`src/imao_pkg.sv`:
```
// shared types and constants for the imu moving average offset core
// no dependencies; used by every module under src
package imao_pkg;

   localparam int WINDOW_DEF = 10;
   localparam int CALIB_DEF  = 100;
   localparam int WARMUP_DEF = 100;

   localparam int NUM_CH   = 6;
   localparam int NUM_GYRO = 3;
   localparam int SAMP_W   = 16;
   localparam int SUM_W    = 20;
   localparam int ACC_W    = 24;
   localparam int COUNT_W  = 8;

   typedef logic signed [SAMP_W-1:0] samp_type;
   typedef samp_type [NUM_CH-1:0] samp_vec_type;
   typedef samp_type [NUM_GYRO-1:0] gyro_vec_type;

   typedef struct packed {
      logic signed [SAMP_W-1:0] gyro_x_raw;
      logic signed [SAMP_W-1:0] gyro_y_raw;
      logic signed [SAMP_W-1:0] gyro_z_raw;
      logic signed [SAMP_W-1:0] accel_x_raw;
      logic signed [SAMP_W-1:0] accel_y_raw;
      logic signed [SAMP_W-1:0] accel_z_raw;
   } req_type;

   typedef struct packed {
      logic signed [SAMP_W-1:0] gyro_x_out;
      logic signed [SAMP_W-1:0] gyro_y_out;
      logic signed [SAMP_W-1:0] gyro_z_out;
      logic signed [SAMP_W-1:0] accel_x_out;
      logic signed [SAMP_W-1:0] accel_y_out;
      logic signed [SAMP_W-1:0] accel_z_out;
      logic                     calibrating;
   } rsp_type;

   typedef enum logic [1:0] {
      PH_WARM,
      PH_ACC,
      PH_LATCH,
      PH_DONE
   } phase_type;

   typedef struct packed {
      logic calib;
      logic acc;
      logic last;
   } tag_type;

   typedef struct packed {
      logic         acc_en;
      logic         last;
      gyro_vec_type g;
   } bias_upd_type;

   typedef struct packed {
      logic         done;
      gyro_vec_type offset;
   } bias_stat_type;

endpackage

```
`src/imao_out_fifo.sv`:
```
// result queue between the filter pipeline and the rsp channel
// depends on imao_pkg
module imao_out_fifo #(
   parameter int DEPTH = 4
) (
   input  logic              clock,
   input  logic              reset,
   input  logic              push,
   input  imao_pkg::rsp_type push_data,
   input  logic              pop,
   output logic              not_empty,
   output imao_pkg::rsp_type head_data
);

   localparam int PtrW   = $clog2(DEPTH);
   localparam int CountW = $clog2(DEPTH + 1);

   imao_pkg::rsp_type queue_mem [DEPTH];
   logic [PtrW-1:0]   wr_ptr_ff;
   logic [PtrW-1:0]   wr_ptr_in;
   logic [PtrW-1:0]   rd_ptr_ff;
   logic [PtrW-1:0]   rd_ptr_in;
   logic [CountW-1:0] count_ff;
   logic [CountW-1:0] count_in;

   always_comb begin
      wr_ptr_in = wr_ptr_ff;
      rd_ptr_in = rd_ptr_ff;
      count_in  = count_ff;
      if (push) begin
         wr_ptr_in = (wr_ptr_ff == PtrW'(DEPTH - 1)) ? '0 : wr_ptr_ff + PtrW'(1);
      end
      if (pop) begin
         rd_ptr_in = (rd_ptr_ff == PtrW'(DEPTH - 1)) ? '0 : rd_ptr_ff + PtrW'(1);
      end
      if (push && !pop) begin
         count_in = count_ff + CountW'(1);
      end else if (pop && !push) begin
         count_in = count_ff - CountW'(1);
      end
   end

   always_ff @(posedge clock) begin
      if (push) begin
         queue_mem[wr_ptr_ff] <= push_data;
      end
   end

   always_ff @(posedge clock) begin
      if (reset) begin
         wr_ptr_ff <= '0;
         rd_ptr_ff <= '0;
         count_ff  <= '0;
      end else begin
         wr_ptr_ff <= wr_ptr_in;
         rd_ptr_ff <= rd_ptr_in;
         count_ff  <= count_in;
      end
   end

   assign not_empty = (count_ff != '0);
   assign head_data = queue_mem[rd_ptr_ff];

endmodule

```
`config.mk`:
```
export PLATFORM = sky130hd
export DESIGN_NAME = imao_out_fifo
export DESIGN_NICKNAME = d
export VERILOG_FILES = /design/src/imao_pkg.sv /design/src/imao_out_fifo.sv
export SDC_FILE = /design/constraint.sdc
export NUM_CORES = 1
export LEC_CHECK = 0
export BUFFER_PORTS_ARGS = -buffer_cell sky130_fd_sc_hd__buf_2
export CORE_ASPECT_RATIO = 1.75
export CORE_MARGIN = 2
export CORE_UTILIZATION = 55
export CTS_CLUSTER_DIAMETER = 200
export CTS_CLUSTER_SIZE = 30
export DETAILED_ROUTE_END_ITERATION = 8
export PLACE_DENSITY = 0.77
export SETUP_SLACK_MARGIN = 0.05
export SLEW_MARGIN = 15
export SYNTH_ARGS = -nofsm -noshare
export SYNTH_HDL_FRONTEND = slang
export SYNTH_SLANG_ARGS = --single-unit
```
`constraint.sdc`:
```
create_clock -name clock -period 3.9 [get_ports clock]
set_clock_uncertainty 0.2 [all_clocks]
set_input_delay 0.195 -clock clock [delete_from_list [all_inputs] [get_ports clock]]
set_output_delay 0.195 -clock clock [all_outputs]
set_load 0.02 [all_outputs]
```
==> metrics.md <==
| Metric | Value |
|---|---|
| Drt pass-1 iters | 5 |
| Post_cts resized | 0 |
| Combinational share of power | between 10% and 20% |
| Net count after synthesis | around 660 |
| Final nets | 960 |
| Setup tns final | 0 ns |
| Crit path max fanout | 39 |
| Synth Cell Area | ~14000 sq um |
| Relative slew margins | around two fifths |
| WL per Instance | approximately 23 um |
| GRT Overall Usage | 19.3% |
| CTS tree | built |
| Total gr overflow | 0 |
| Height of the chip | around 220 um |
| Most frequent cells in the layout | edfxtp_1 (388), buf_2 (198), dlygate4sd3_1 (100) |
| CTS clk-pin slew, worst paths | 0.11 ns |
| RSZ-0062 raised after global routing | no |
| R2R setup slack | between 1.5 and 2 ns |
| Synth area leaders | edfxtp_1 (81%), mux4_2 (15%), dfxtp_1 (1.2%) |
| Crit path launch type | flip-flop |
| First DRT Iteration DRCs | between 300 and 400 |
| Post-route ant nets | 0 |
| Final non-filler cell total | approximately 1200 |
| Kind of critical path | reg -> out |
| FILL cells | ~1600 |
| Max-cap violations | 0 |
| Worst ir drop on vdd | roughly 0.48 mV |
| Vias in the first global route | around 7400 |
| Yosys top cell by area | edfxtp_1 |
| Worst setup EP type | primary output |
| Final Hold Violating Endpoints | 0 |
| Clk sinks | 397 |
| Setup bufs post-CTS | 0 |
| Routed wire length | between 20 and 30 mm |
| DP HPWL | roughly 16 mm |
| Placer Congestion | approximately 0.74 |
| Worst setup path end | head_data[35] |
| Worst Tran Pin Value | 0.902 ns |
| Static leakage | between 5 and 6 nW |
| Port Buffer Count | 198 |
| DR vias/cell | approximately 5.6 |
| Initial Utilization | between 50% and 60% |
| Yosys top cell area share | about four fifths |
| Status | finished, final reports clean |
| Sw frac | about 22% |
| Sw power | roughly 1.8 mW |
| Mean area per synthesized cell | between 20 and 30 sq um |
| Origin of the critical flop-to-flop path | wr_ptr_ff[0]$_SDFFE_PP0P_ |
| Int Power | between 6 and 7 mW |
| Core ar. | 25900 sq um |
| Die Area | 27600 sq um |
| Period Utilization, post-route | between 70% and 80% |
| Root Buffer | clkbuf_16 |
| Placed inst area | approximately 16000 sq um |
| Clock Power Share | approximately a quarter |
| Via count | ~6700 |
| Minimum clock period | about 2.8 ns |
| Latest clock arrival within the worst-skew pair | approximately 0.52 ns |
| H-tree lvl count | 1 |
| Largest net degree at the start of global routing | 64 |
| Commonest non-fill, non-tap cell in the layout | edfxtp_1 |
| CTS Buf Count | 17 |
| Post-CTS Hold Fix Bufs | 100 |
| Fmax | 0.353 GHz |
| Layout cells sized above 1 | 37.9% |
| Pwr dens | between 400 and 500 nW/um^2 |
| # rows | between 70 and 80 |
| Final Setup Violations | 0 |
| Area grow syn2layout | 20.2% |
| First-pass GRT wire length | 40.4 mm |
| Reg2reg end | queue_mem[3][65]$_DFFE_PP_ |
| Die width | roughly 130 um |
| Final instance area | approximately 17000 sq um |
| Critical Path AT | between 2 and 2.5 ns |
| Remaining DRCs | 0 |
| Register area share after synthesis | between 80% and 90% |
| Worst path required time | between 3 and 4 ns |
| Io pins | 199 |
| Slew Limit Fails | 0 |
| Clk buf depth | 3 |
| HP Class | in -> reg |
| Placed insts | 1053 |
| Netlist cell types | 18 |
| Yosys Warn Count | 0 |
| Synthesized instance count | 550 |
| Worst-case reg-to-reg path depth | 3 |
| Flop pwr share | around 63% |
| Antenna violations before repair | 4 |
| Post-synthesis register bit count | between 300 and 400 |
critical path, stage by stage (launching register included):
cell and delay, ns:
dfxtp_4 0.74, buf_12 0.36, mux4_2 0.59, buf_2 0.19
cells by family (layout without fill, tap and decap cells):
kind of cell	Yosys count	after routing	share of synthesized area, %
adders and majority gates	7	7	0.659
xor gates and xnor gates	2	2	0.122
muxes	101	101	15.4
buffers and inverters	26	339	1.14
AOI/OAI and AO/OA	3	3	0.104
DFF	397	397	82.1
other	0	5	0
and+or+nand+nor	14	14	0.495
registers in the layout (all words and copies together) (netlist names), named ones only:
name,flops
wr_ptr_ff,2
queue_mem,388
rd_ptr_ff,2
count_ff,3
metrics by stage:
step                      setup WS (ns)  hold slack, ns  util (%)  total power, mW
after global placement             1.59           0.203      61.2             5.89
after detailed placement           1.57           0.211      61.2             5.93
after CTS                          1.00           0.186      67.0             8.02
final                              1.07           0.211      67.0             7.94
after global routing              0.909           0.194      67.0             8.21
after floorplan                   0.444          0.0641         -             5.59
power by group through the flow:
| stage | combinational (mW) | sequential [mW] | clock, mW |
|---|---|---|---|
| floorplan | 0.568 | 5.02 | 0 |
| global placement | 0.843 | 5.04 | 0 |
| detailed placement | 0.871 | 5.06 | 0 |
| CTS | 0.956 | 4.96 | 2.10 |
| global route | 1.00 | 4.98 | 2.23 |
| finish | 0.942 | 4.96 | 2.03 |
cells in the mapped netlist, drive strengths merged:
cell    instances
nor2            7
o21ai           1
a21oi           2
nor3b           1
ha              6
inv             4
clkbuf          6
or3             2
fa              1
mux2i           4
xor2            2
buf            16
dfxtp           9
and2            4
edfxtp        388
mux4           97
final cells by class:
class / instances / area (sq um) / area share [%]
well taps: 320 / 400 / 2.31
multi-input cells: 127 / 2430 / 14.0
flip-flops and latches: 397 / 11800 / 68.3
diodes: 5 / 12.5 / 0.0722
inverters: 4 / 15.0 / 0.0866
repair buffers: 305 / 2130 / 12.3
clock inverters: 2 / 38.8 / 0.224
clock buffers: 28 / 467 / 2.69
routing by layer:
metal	wire length [um]	track usage [%]
met5	13	0
met4	771	7.25
met3	1200	3.23
met2	15100	36.0
met1	9750	22.1
how the worst min path moves through the flow:
stage	slack (ns)	cells after the start	from	endpoint
6_report	0.21	2	push_data[37]	queue_mem[3][37]$_DFFE_PP_
5_1_grt	0.19	2	push_data[83]	queue_mem[2][83]$_DFFE_PP_
4_1_cts	0.19	2	push_data[89]	queue_mem[0][89]$_DFFE_PP_
3_5_place_dp	0.21	1	push_data[83]	queue_mem[0][83]$_DFFE_PP_
3_3_place_gp	0.20	1	push_data[18]	queue_mem[0][18]$_DFFE_PP_
2_1_floorplan	0.06	1	reset	count_ff[2]$_SDFFE_PP0P_
(Power assumes the default switching activity.)
